[config.mk]
export PLATFORM = sky130hd
export DESIGN_NAME = ring_buffer_with_average_drain
export DESIGN_NICKNAME = d
export VERILOG_FILES = /design/src/rtl/core/rbad_pkg.sv /design/src/rtl/core/rbad_ram.sv /design/src/rtl/core/rbad_div.sv /design/src/rtl/core/ring_buffer_with_average_drain.sv
export SDC_FILE = /design/constraint.sdc
export NUM_CORES = 2
export LEC_CHECK = 0
export ABC_AREA = 1
export BUFFER_PORTS_ARGS = -buffer_cell sky130_fd_sc_hd__buf_2
export CORE_MARGIN = 1.5
export CORE_UTILIZATION = 63
export DETAILED_ROUTE_END_ITERATION = 7
export PLACE_DENSITY_LB_ADDON = 0.1
export SETUP_SLACK_MARGIN = 0.05
export SLEW_MARGIN = 0
export SYNTH_ARGS = -nofsm -noshare
export SYNTH_HDL_FRONTEND = slang
export SYNTH_SLANG_ARGS = --single-unit
[constraint.sdc]
create_clock -name clock -period 5.7 [get_ports clock]
set_input_delay 0.285 -clock clock [delete_from_list [all_inputs] [get_ports clock]]
set_output_delay 0.285 -clock clock [all_outputs]
set_load 0.03 [all_outputs]
[src/rtl/core/rbad_pkg.sv]
// Shared types and codes of the ring buffer with average drain.
`timescale 1ns / 1ps

package rbad_pkg;

   localparam int COUNT_W     = 7;             // entry count, size and fill count
   localparam int MOD_X_W     = COUNT_W + 1;   // operand of the index reduction
   localparam int CMD_W       = 3;
   localparam int STATUS_W    = 2;
   localparam int CSR_INDEX_W = 2;
   localparam int CSR_DATA_W  = 7;

   localparam logic [COUNT_W-1:0] SIZE_RESET = 7'd64;

   localparam logic [CMD_W-1:0] CMD_PUSH  = 3'd0;
   localparam logic [CMD_W-1:0] CMD_POP   = 3'd1;
   localparam logic [CMD_W-1:0] CMD_PEEK  = 3'd2;
   localparam logic [CMD_W-1:0] CMD_AVG   = 3'd3;
   localparam logic [CMD_W-1:0] CMD_CLEAR = 3'd4;

   localparam logic [STATUS_W-1:0] ST_OK    = 2'd0;
   localparam logic [STATUS_W-1:0] ST_EMPTY = 2'd1;
   localparam logic [STATUS_W-1:0] ST_FULL  = 2'd2;

   localparam logic [CSR_INDEX_W-1:0] CSR_SIZE_IN_USE = 2'd0;
   localparam logic [CSR_INDEX_W-1:0] CSR_OVERWRITE   = 2'd1;

   // Divider status seen by the sequencer.
   typedef struct packed {
      logic busy;
      logic done;
   } div_sts_type;

endpackage

[src/rtl/core/rbad_ram.sv]
// Generic single-write, single-read RAM with registered read data.
`timescale 1ns / 1ps

module rbad_ram #(
   parameter int WIDTH = 16,
   parameter int DEPTH = 64
) (
   input  logic                     clock,
   input  logic                     wr_en,
   input  logic [$clog2(DEPTH)-1:0] wr_addr,
   input  logic [WIDTH-1:0]         wr_data,
   input  logic                     rd_en,
   input  logic [$clog2(DEPTH)-1:0] rd_addr,
   output logic [WIDTH-1:0]         rd_data
);

   logic [WIDTH-1:0] mem_ff [DEPTH];
   logic [WIDTH-1:0] rd_data_ff;

   always_ff @(posedge clock) begin
      if (wr_en) begin
         mem_ff[wr_addr] <= wr_data;
      end
      if (rd_en) begin
         rd_data_ff <= mem_ff[rd_addr];
      end
   end

   assign rd_data = rd_data_ff;

endmodule

[src/rtl/core/rbad_div.sv]
// Iterative restoring divider, one quotient bit per cycle.
`timescale 1ns / 1ps

module rbad_div #(
   parameter int DIVIDEND_W = 23,
   parameter int DIVISOR_W  = 7
) (
   input  logic                       clock,
   input  logic                       reset,
   input  logic                       start,
   input  logic [DIVIDEND_W-1:0]      dividend,
   input  logic [DIVISOR_W-1:0]       divisor,
   output logic [DIVIDEND_W-1:0]      quotient,
   output logic [DIVISOR_W-1:0]       remainder,
   output rbad_pkg::div_sts_type      sts
);

   localparam int CNT_W = $clog2(DIVIDEND_W + 1);

   logic                  busy_ff, busy_in;
   logic                  done_ff, done_in;
   logic [CNT_W-1:0]      cnt_ff, cnt_in;
   logic [DIVIDEND_W-1:0] quo_ff, quo_in;
   logic [DIVISOR_W-1:0]  rem_ff, rem_in;
   logic [DIVISOR_W-1:0]  dsr_ff, dsr_in;
   logic [DIVISOR_W:0]    trial;
   logic [DIVISOR_W:0]    diff;
   logic                  fits;

   // trial stays below twice the divisor, so the difference fits the remainder
   assign trial = {rem_ff, quo_ff[DIVIDEND_W-1]};
   assign diff  = trial - {1'b0, dsr_ff};
   assign fits  = (trial >= {1'b0, dsr_ff});

   always_comb begin
      busy_in = busy_ff;
      done_in = 1'b0;
      cnt_in  = cnt_ff;
      quo_in  = quo_ff;
      rem_in  = rem_ff;
      dsr_in  = dsr_ff;
      if (start) begin
         busy_in = 1'b1;
         cnt_in  = CNT_W'(DIVIDEND_W);
         quo_in  = dividend;
         rem_in  = '0;
         dsr_in  = divisor;
      end else if (busy_ff) begin
         quo_in = {quo_ff[DIVIDEND_W-2:0], fits};
         rem_in = fits ? diff[DIVISOR_W-1:0] : trial[DIVISOR_W-1:0];
         cnt_in = cnt_ff - CNT_W'(1);
         if (cnt_ff == CNT_W'(1)) begin
            busy_in = 1'b0;
            done_in = 1'b1;
         end
      end
   end

   always_ff @(posedge clock) begin
      if (reset) begin
         busy_ff <= 1'b0;
         done_ff <= 1'b0;
      end else begin
         busy_ff <= busy_in;
         done_ff <= done_in;
      end
      cnt_ff <= cnt_in;
      quo_ff <= quo_in;
      rem_ff <= rem_in;
      dsr_ff <= dsr_in;
   end

   assign quotient  = quo_ff;
   assign remainder = rem_ff;
   assign sts.busy  = busy_ff;
   assign sts.done  = done_ff;

endmodule

[src/rtl/core/ring_buffer_with_average_drain.sv]
// Top level of the ring buffer of signed samples with average drain.
`timescale 1ns / 1ps

// Ring buffer of DEPTH signed samples with push, pop, peek, clear and an
// average-and-drain command; every request beat gives exactly one response
// beat carrying data, status and the fill count after the command. One
// command is in work at a time and req_ready is high only while the
// sequencer is idle; a finished response sits in the output register, so
// the next request is taken while it waits for rsp_ready. A rejected push,
// an empty pop/peek/average, clear and unknown codes go straight to the
// response; a push first reduces its store index, a peek waits for the
// registered read of the sample RAM, and a pop also updates the oldest
// pointer. Average repeats read, accumulate and advance for each held
// entry, then forms sum / count in the shared bit-serial divider. Pointer
// wrap uses a compare and subtract; only when size_in_use has been cut
// below the held pointers does a wrap fall back to the divider. The
// sample RAM is not cleared by reset; reset clears the pointers, the fill
// count, the overwrite flag and rsp_valid, and sets size_in_use to 64.
// Configuration writes (csr_ready always high) must be done while idle.
module ring_buffer_with_average_drain #(
   parameter int DEPTH      = 64,
   parameter int DATA_WIDTH = 16
) (
   input  logic                                  clock,
   input  logic                                  reset,
   // request channel
   input  logic                                  req_valid,
   output logic                                  req_ready,
   input  logic [rbad_pkg::CMD_W-1:0]            req_command,
   input  logic signed [DATA_WIDTH-1:0]          req_sample_in,
   // response channel
   output logic                                  rsp_valid,
   input  logic                                  rsp_ready,
   output logic signed [DATA_WIDTH-1:0]          rsp_data_out,
   output logic [rbad_pkg::STATUS_W-1:0]         rsp_status,
   output logic [rbad_pkg::COUNT_W-1:0]          rsp_fill_count,
   // configuration write channel
   input  logic                                  csr_valid,
   output logic                                  csr_ready,
   input  logic [rbad_pkg::CSR_INDEX_W-1:0]      csr_index,
   input  logic [rbad_pkg::CSR_DATA_W-1:0]       csr_wdata
);

   localparam int CW    = rbad_pkg::COUNT_W;
   localparam int MXW   = rbad_pkg::MOD_X_W;
   localparam int IDX_W = $clog2(DEPTH);
   localparam int SUM_W = DATA_WIDTH + CW;   // holds a sum of up to 127 samples

   localparam logic [CW-1:0] DEPTH_C = CW'(DEPTH);

   typedef enum logic [6:0] {
      S_IDLE    = 7'b0000001,
      S_RDISSUE = 7'b0000010,
      S_RDWAIT  = 7'b0000100,
      S_MOD     = 7'b0001000,
      S_DIVMOD  = 7'b0010000,
      S_DIVAVG  = 7'b0100000,
      S_DONE    = 7'b1000000
   } state_type;

   state_type                        state_ff, state_in;
   logic [rbad_pkg::CMD_W-1:0]       cmd_ff, cmd_in;
   logic [DATA_WIDTH-1:0]            smp_ff, smp_in;
   logic [IDX_W-1:0]                 oldest_ff, oldest_in;
   logic [CW-1:0]                    count_ff, count_in;
   logic [CW-1:0]                    size_ff, size_in;
   logic                             ovw_ff, ovw_in;
   logic [DATA_WIDTH-1:0]            res_data_ff, res_data_in;
   logic [rbad_pkg::STATUS_W-1:0]    res_status_ff, res_status_in;
   logic signed [SUM_W-1:0]          sum_ff, sum_in;
   logic [CW-1:0]                    avg_n_ff, avg_n_in;
   logic [MXW-1:0]                   mod_x_ff, mod_x_in;
   logic                             mod_push_ff, mod_push_in;
   logic                             rsp_valid_ff, rsp_valid_in;
   logic [DATA_WIDTH-1:0]            rsp_data_ff, rsp_data_in;
   logic [rbad_pkg::STATUS_W-1:0]    rsp_status_ff, rsp_status_in;
   logic [CW-1:0]                    rsp_fill_ff, rsp_fill_in;

   // effective ring size: 0 acts as 1, above DEPTH acts as DEPTH
   logic [CW-1:0]          s_eff;
   logic [MXW-1:0]         mod_red;
   logic                   mod_fire;
   logic [CW-1:0]          mod_r;

   logic                   ram_wr_en;
   logic [IDX_W-1:0]       ram_wr_addr;
   logic [DATA_WIDTH-1:0]  ram_wr_data;
   logic                   ram_rd_en;
   logic [DATA_WIDTH-1:0]  ram_rd_data;

   logic                   div_start;
   logic                   div_avg;
   logic [SUM_W-1:0]       div_dividend;
   logic [CW-1:0]          div_divisor;
   logic [SUM_W-1:0]       div_quo;
   logic [CW-1:0]          div_rem;
   rbad_pkg::div_sts_type  div_sts;
   logic [SUM_W-1:0]       abs_sum;
   logic [SUM_W-1:0]       avg_q;

   always_comb begin
      if (size_ff == '0) begin
         s_eff = CW'(1);
      end else if (size_ff > DEPTH_C) begin
         s_eff = DEPTH_C;
      end else begin
         s_eff = size_ff;
      end
   end

   assign mod_red = mod_x_ff - MXW'(s_eff);

   // sign and magnitude around the unsigned divider; quotient truncates to zero
   assign abs_sum      = sum_ff[SUM_W-1] ? unsigned'(-sum_ff) : unsigned'(sum_ff);
   assign avg_q        = sum_ff[SUM_W-1] ? (~div_quo + SUM_W'(1)) : div_quo;
   assign div_dividend = div_avg ? abs_sum : SUM_W'(mod_x_ff);
   assign div_divisor  = div_avg ? avg_n_ff : s_eff;

   always_comb begin
      state_in      = state_ff;
      cmd_in        = cmd_ff;
      smp_in        = smp_ff;
      oldest_in     = oldest_ff;
      count_in      = count_ff;
      size_in       = size_ff;
      ovw_in        = ovw_ff;
      res_data_in   = res_data_ff;
      res_status_in = res_status_ff;
      sum_in        = sum_ff;
      avg_n_in      = avg_n_ff;
      mod_x_in      = mod_x_ff;
      mod_push_in   = mod_push_ff;
      rsp_valid_in  = rsp_valid_ff;
      rsp_data_in   = rsp_data_ff;
      rsp_status_in = rsp_status_ff;
      rsp_fill_in   = rsp_fill_ff;
      ram_wr_en     = 1'b0;
      ram_wr_addr   = oldest_ff;
      ram_wr_data   = smp_ff;
      ram_rd_en     = 1'b0;
      div_start     = 1'b0;
      div_avg       = 1'b0;
      mod_fire      = 1'b0;
      mod_r         = '0;

      if (csr_valid) begin
         case (csr_index)
            rbad_pkg::CSR_SIZE_IN_USE: size_in = csr_wdata[CW-1:0];
            rbad_pkg::CSR_OVERWRITE:   ovw_in  = csr_wdata[0];
            default: ;
         endcase
      end

      if (rsp_valid_ff && rsp_ready) begin
         rsp_valid_in = 1'b0;
      end

      case (state_ff)
         S_IDLE: begin
            if (req_valid) begin
               cmd_in        = req_command;
               smp_in        = req_sample_in;
               res_data_in   = '0;
               res_status_in = rbad_pkg::ST_OK;
               state_in      = S_DONE;
               case (req_command)
                  rbad_pkg::CMD_PUSH: begin
                     if (count_ff < s_eff) begin
                        mod_x_in    = MXW'(count_ff) + MXW'(oldest_ff);
                        mod_push_in = 1'b1;
                        state_in    = S_MOD;
                     end else if (ovw_ff) begin
                        // full: replace oldest, then advance it
                        ram_wr_en   = 1'b1;
                        ram_wr_addr = oldest_ff;
                        ram_wr_data = req_sample_in;
                        mod_x_in    = MXW'(oldest_ff) + MXW'(1);
                        mod_push_in = 1'b0;
                        state_in    = S_MOD;
                     end else begin
                        res_status_in = rbad_pkg::ST_FULL;
                     end
                  end
                  rbad_pkg::CMD_POP, rbad_pkg::CMD_PEEK: begin
                     if (count_ff == '0) begin
                        res_status_in = rbad_pkg::ST_EMPTY;
                     end else begin
                        state_in = S_RDISSUE;
                     end
                  end
                  rbad_pkg::CMD_AVG: begin
                     if (count_ff == '0) begin
                        res_data_in   = '1;
                        res_status_in = rbad_pkg::ST_EMPTY;
                     end else begin
                        sum_in   = '0;
                        avg_n_in = count_ff;
                        state_in = S_RDISSUE;
                     end
                  end
                  rbad_pkg::CMD_CLEAR: begin
                     count_in  = '0;
                     oldest_in = '0;
                  end
                  default: ;
               endcase
            end
         end
         S_RDISSUE: begin
            ram_rd_en = 1'b1;
            state_in  = S_RDWAIT;
         end
         S_RDWAIT: begin
            case (cmd_ff)
               rbad_pkg::CMD_PEEK: begin
                  res_data_in = ram_rd_data;
                  state_in    = S_DONE;
               end
               rbad_pkg::CMD_POP: begin
                  res_data_in = ram_rd_data;
                  count_in    = count_ff - CW'(1);
                  mod_x_in    = MXW'(oldest_ff) + MXW'(1);
                  mod_push_in = 1'b0;
                  state_in    = S_MOD;
               end
               default: begin
                  // average drain: accumulate and pop
                  sum_in      = sum_ff + SUM_W'($signed(ram_rd_data));
                  count_in    = count_ff - CW'(1);
                  mod_x_in    = MXW'(oldest_ff) + MXW'(1);
                  mod_push_in = 1'b0;
                  state_in    = S_MOD;
               end
            endcase
         end
         S_MOD: begin
            // below twice the size a compare and subtract wraps the index
            if (mod_x_ff < MXW'(s_eff)) begin
               mod_fire = 1'b1;
               mod_r    = mod_x_ff[CW-1:0];
            end else if (mod_red < MXW'(s_eff)) begin
               mod_fire = 1'b1;
               mod_r    = mod_red[CW-1:0];
            end else begin
               div_start = 1'b1;
               state_in  = S_DIVMOD;
            end
         end
         S_DIVMOD: begin
            if (div_sts.done) begin
               mod_fire = 1'b1;
               mod_r    = div_rem;
            end
         end
         S_DIVAVG: begin
            div_avg = 1'b1;
            if (div_sts.done) begin
               res_data_in = avg_q[DATA_WIDTH-1:0];
               state_in    = S_DONE;
            end
         end
         S_DONE: begin
            if (!rsp_valid_ff || rsp_ready) begin
               rsp_valid_in  = 1'b1;
               rsp_data_in   = res_data_ff;
               rsp_status_in = res_status_ff;
               rsp_fill_in   = count_ff;
               state_in      = S_IDLE;
            end
         end
         default: state_in = S_IDLE;
      endcase

      // commit of a reduced index: store slot of a push, or new oldest
      if (mod_fire) begin
         if (mod_push_ff) begin
            ram_wr_en   = 1'b1;
            ram_wr_addr = mod_r[IDX_W-1:0];
            ram_wr_data = smp_ff;
            count_in    = count_ff + CW'(1);
            state_in    = S_DONE;
         end else begin
            oldest_in = mod_r[IDX_W-1:0];
            if (cmd_ff == rbad_pkg::CMD_AVG) begin
               if (count_ff != '0) begin
                  state_in = S_RDISSUE;
               end else begin
                  div_start = 1'b1;
                  div_avg   = 1'b1;
                  state_in  = S_DIVAVG;
               end
            end else begin
               state_in = S_DONE;
            end
         end
      end
   end

   always_ff @(posedge clock) begin
      if (reset) begin
         state_ff     <= S_IDLE;
         oldest_ff    <= '0;
         count_ff     <= '0;
         size_ff      <= rbad_pkg::SIZE_RESET;
         ovw_ff       <= 1'b0;
         rsp_valid_ff <= 1'b0;
      end else begin
         state_ff     <= state_in;
         oldest_ff    <= oldest_in;
         count_ff     <= count_in;
         size_ff      <= size_in;
         ovw_ff       <= ovw_in;
         rsp_valid_ff <= rsp_valid_in;
      end
      cmd_ff        <= cmd_in;
      smp_ff        <= smp_in;
      res_data_ff   <= res_data_in;
      res_status_ff <= res_status_in;
      sum_ff        <= sum_in;
      avg_n_ff      <= avg_n_in;
      mod_x_ff      <= mod_x_in;
      mod_push_ff   <= mod_push_in;
      rsp_data_ff   <= rsp_data_in;
      rsp_status_ff <= rsp_status_in;
      rsp_fill_ff   <= rsp_fill_in;
   end

   rbad_ram #(
      .WIDTH (DATA_WIDTH),
      .DEPTH (DEPTH)
   ) u_store (
      .clock   (clock),
      .wr_en   (ram_wr_en),
      .wr_addr (ram_wr_addr),
      .wr_data (ram_wr_data),
      .rd_en   (ram_rd_en),
      .rd_addr (oldest_ff),
      .rd_data (ram_rd_data)
   );

   rbad_div #(
      .DIVIDEND_W (SUM_W),
      .DIVISOR_W  (CW)
   ) u_div (
      .clock     (clock),
      .reset     (reset),
      .start     (div_start),
      .dividend  (div_dividend),
      .divisor   (div_divisor),
      .quotient  (div_quo),
      .remainder (div_rem),
      .sts       (div_sts)
   );

   assign req_ready      = (state_ff == S_IDLE);
   assign csr_ready      = 1'b1;
   assign rsp_valid      = rsp_valid_ff;
   assign rsp_data_out   = rsp_data_ff;
   assign rsp_status     = rsp_status_ff;
   assign rsp_fill_count = rsp_fill_ff;

endmodule

==> key figures <==
Yosys
  • Cells after Synth: 4,203
  • Number of synthesized flops with an enable pin: 1,171
  • Synth Flop Type: edfxtp_1
  • Post-Syn Area: 0.0510 sq mm
  • Post-synth top area share: 69.0%
  • Flops & latches, synth: 1,214
  • Seq/Total Area, Yosys: 70.7%
  • Post-Syn Nets: 4,302
  • Post-synth ARST share: 0%
  • Synth area leader: edfxtp_1
  • Avg Cell Area, Syn: 12.1 sq um
  • Synth unique cells: 56
  • Top post-synthesis cells by area: edfxtp_1 69%, o21ai_0 6.3%, nor2_1 5.1%, nand2_1 2.8%, o22ai_1 2.0%
  • Yosys warns: 0

Routing
  • Antenna-violating nets left: 0
  • Vias post-DR: 35.3k
  • # DRC: 0
  • Total Wirelength: 142,000 microns
  • Detailed Route Iter0 Violations: 4,836
  • Avg Vias per Cell: 6.47
  • 1st-pass router iterations: 8
  • DR WL/cell: 26.0 microns

Placement
  • Count of input and output buffers: 59
  • Placed instance count: 5,208
  • RePlAce Congestion: 0.929
  • Post-Place Setup Slack: 560 ps
  • HPWL Detailed: 86,100 microns
  • Cell area after placement: 0.0528 sq mm

Floorplanning
  • # IOs: 61
  • Rows: 104
  • Initial Util: 63.5%
  • Die X: 287 microns
  • Die area: 0.0826 sq mm
  • Die Y: 287 microns
  • Placeable core area: 0.0803 sq mm

Run
  • Max Cap Violations: 0

Critical path
  • Worst reg-to-reg setup slack: 420 ps
  • Critical path arrival: 5670 ps
  • Crit-path max FO: 17
  • Crit path required time: 6090 ps
  • Critical Path End Type: flip-flop
  • Crit start category: flip-flop
  • Critical path class: reg2reg
  • R2R cell count: 24
  • Worst r2r src: size_ff[1]
  • End of the worst register-to-register path: u_store.mem_ff[57][5]

Power and ir drop
  • P_leak: 19.8 nW
  • Total Power: 19.3 mW
  • PwrDens: 337 mW/mm^2
  • Worst VDD drop: 280 uV

Hold path
  • Worst Hold Class: in2reg
  • Hold Crit Depth: 2
  • WHS Endpoint: rsp_valid
  • HP Start: reset

STA
  • Min cycle time layout: 5280 ps
  • Post-route setup slack: 419 ps
  • Setup violators final: 0
  • Top achievable clock speed: 189 MHz
  • Slew headroom: 22.1%
  • Max-slew violations: 0
  • Fin crit share: 92.7%
  • Actual slew at the worst max-slew pin: 1170 ps
  • Setup TNS: 0 ps
  • Clock Skews: 30.1 ps
  • RSZ-0062 raised after global routing: false
  • Hold_ws: 25.9 ps
  • Final hold violations: 0

Cells and area
  • Fillers: 5,501
  • Final design utilization: 71.2%
  • Area grow syn2layout: 12.2%
  • Layout Nets: 4,398
  • Share of cells above drive strength 1: 10.2%
  • Final Instance Area: 0.0572 sq mm
  • Non-Filler Instances: 5,464

Clock tree
  • # hold bufs at CTS: 31
  • CTS Root Cell: clkbuf_16
  • Worst-path clk slew: 60 ps
  • Clock Path Buffers: 3
  • Cts repair resizes: 0
  • TritonCTS clock tree: yes
  • Num Clock Sinks: 1,214
  • H-tree depth: 3
  • Later-pin clock latency in the skew report: 700 ps
  • Total CTS buffers: 118
  • # Post-CTS Setup Buffers: 0

Global route
  • Global-route usage over all layers: 34.2%
  • GR Overflow Total: 0
  • Vias in the first global route: 33.2k
  • Largest net degree at the start of global routing: 162
  • Initial antenna violation count: 1
  • First-pass GRT wire length: 208,000 microns

Status
  • Status: finished clean
## Yosys cell counts, drive strengths merged, types with 12 or more instances
library cell,number
a31oi,16
buf,31
inv,173
ha,62
nand4,42
nor4,12
o21ai,650
o211ai,34
o22ai,164
nor3,27
a21oi,137
nand3,127
o31ai,15
edfxtp,1171
dfxtp,43
clkbuf,212
o221ai,95
nor2,694
nand2,385
mux2i,16
xor2,34
## worst max path at each step
stage,start,to,cells after the start
floorplan,size_ff[2],u_store.mem_ff[0][0],23
global placement,size_ff[2],u_store.mem_ff[25][8],24
detailed placement,size_ff[2],u_store.mem_ff[1][5],24
CTS,size_ff[2],u_store.mem_ff[57][5],24
global route,size_ff[1],u_store.mem_ff[41][14],24
finish,size_ff[1],u_store.mem_ff[57][5],24
## placed cells by master, fill, tap and decap left out, types with 6 or more instances in the layout
master and instances:
edfxtp_1 1171, a32o_1 7, clkinvlp_4 8, nand2_1 374, a31oi_1 16, o21ai_0 641, o31ai_1 15, buf_4 123
o21a_1 8, ha_1 62, nand2_2 8, nor3_1 26, inv_1 144, xnor2_1 11, bufinv_16 20, clkbuf_16 119
o21ai_1 7, nor4_2 6, nor2_1 685, dlygate4sd3_1 31, xor2_1 34, clkbuf_1 9, o211ai_1 34, nand4_1 42
buf_12 6, clkinv_1 34, o221ai_1 95, a21oi_1 135, o22ai_1 164, nand3_1 122, clkinv_2 39, nor2_2 6
buf_2 59, dfxtp_1 40, mux2i_1 16, inv_2 15
## where the power goes
group	internal [mW]	switching, mW
Clock	4.74	3.40
Combinational	0.199	0.761
Sequential	10.1	0.0784
Total	15.0	4.24
## layout make-up
type                            instances  area (sq um)  share of cell area, %
Sequential cell                      1214         36000                   63.0
Multi-Input combinational cell       2568         13400                   23.4
Clock buffer                          128          3010                   5.27
Timing Repair Buffer                  219          1650                   2.88
Tap cell                             1060          1330                   2.32
Clock inverter                         96          1060                   1.85
Inverter                              178           698                   1.22
Antenna cell                            1          2.50                0.00438
## per-layer routing
layer  up-vias  part of all wire, %  global-route usage [%]  wire length (microns)
li1      15687                    -                       -                      -
met1     16987                   38                    47.9                  53900
met2      2282                   46                    53.4                  65500
met3       375                   11                    5.17                  15300
met4         0                  5.1                    16.0                   7210
met5         -                    0                       0                      0
## worst max-delay path: stages, from the launching register on
cell	delay [ps]
dfxtp_1	370
nor2_1	60
nand4_1	80
nand2_1	110
and2_1	230
ha_1	230
fa_1	430
o21ai_1	320
a21oi_1	100
o21ai_0	230
xor2_1	180
inv_1	60
ha_1	280
nand2_1	60
nand3_1	80
nand2_2	140
nand2_4	90
nand2_4	170
nand2_4	150
nand2_1	90
nand2_1	160
nor2_2	280
nand3_2	490
nor2_1	280
buf_4	280
## state kept, by name, indices dropped and copies added (netlist names), 2 cells and up
| name | flops |
|---|---|
| avg_n_ff | 7 |
| cmd_ff | 3 |
| count_ff | 7 |
| mod_x_ff | 8 |
| oldest_ff | 6 |
| res_data_ff | 16 |
| res_status_ff | 2 |
| rsp_data_out | 16 |
| rsp_fill_count | 7 |
| rsp_status | 2 |
| size_ff | 7 |
| smp_ff | 16 |
| state_ff | 7 |
| sum_ff | 23 |
| u_div.cnt_ff | 5 |
| u_div.dsr_ff | 7 |
| u_div.quotient | 23 |
| u_div.remainder | 7 |
| u_store.mem_ff | 1024 |
| u_store.rd_data | 16 |
## cells by family after synthesis
kind of cell / count (synthesis) / share of synthesized area [%]
other cells: 1 / 0.00736
mux: 16 / 0.314
buf+inv: 421 / 3.16
simple gates: 1297 / 10.5
compound gates: 1143 / 12.8
fa+ha+maj: 66 / 1.68
flops: 1214 / 70.7
xor+xnor: 45 / 0.773
Power figures use the tool's default switching activity.
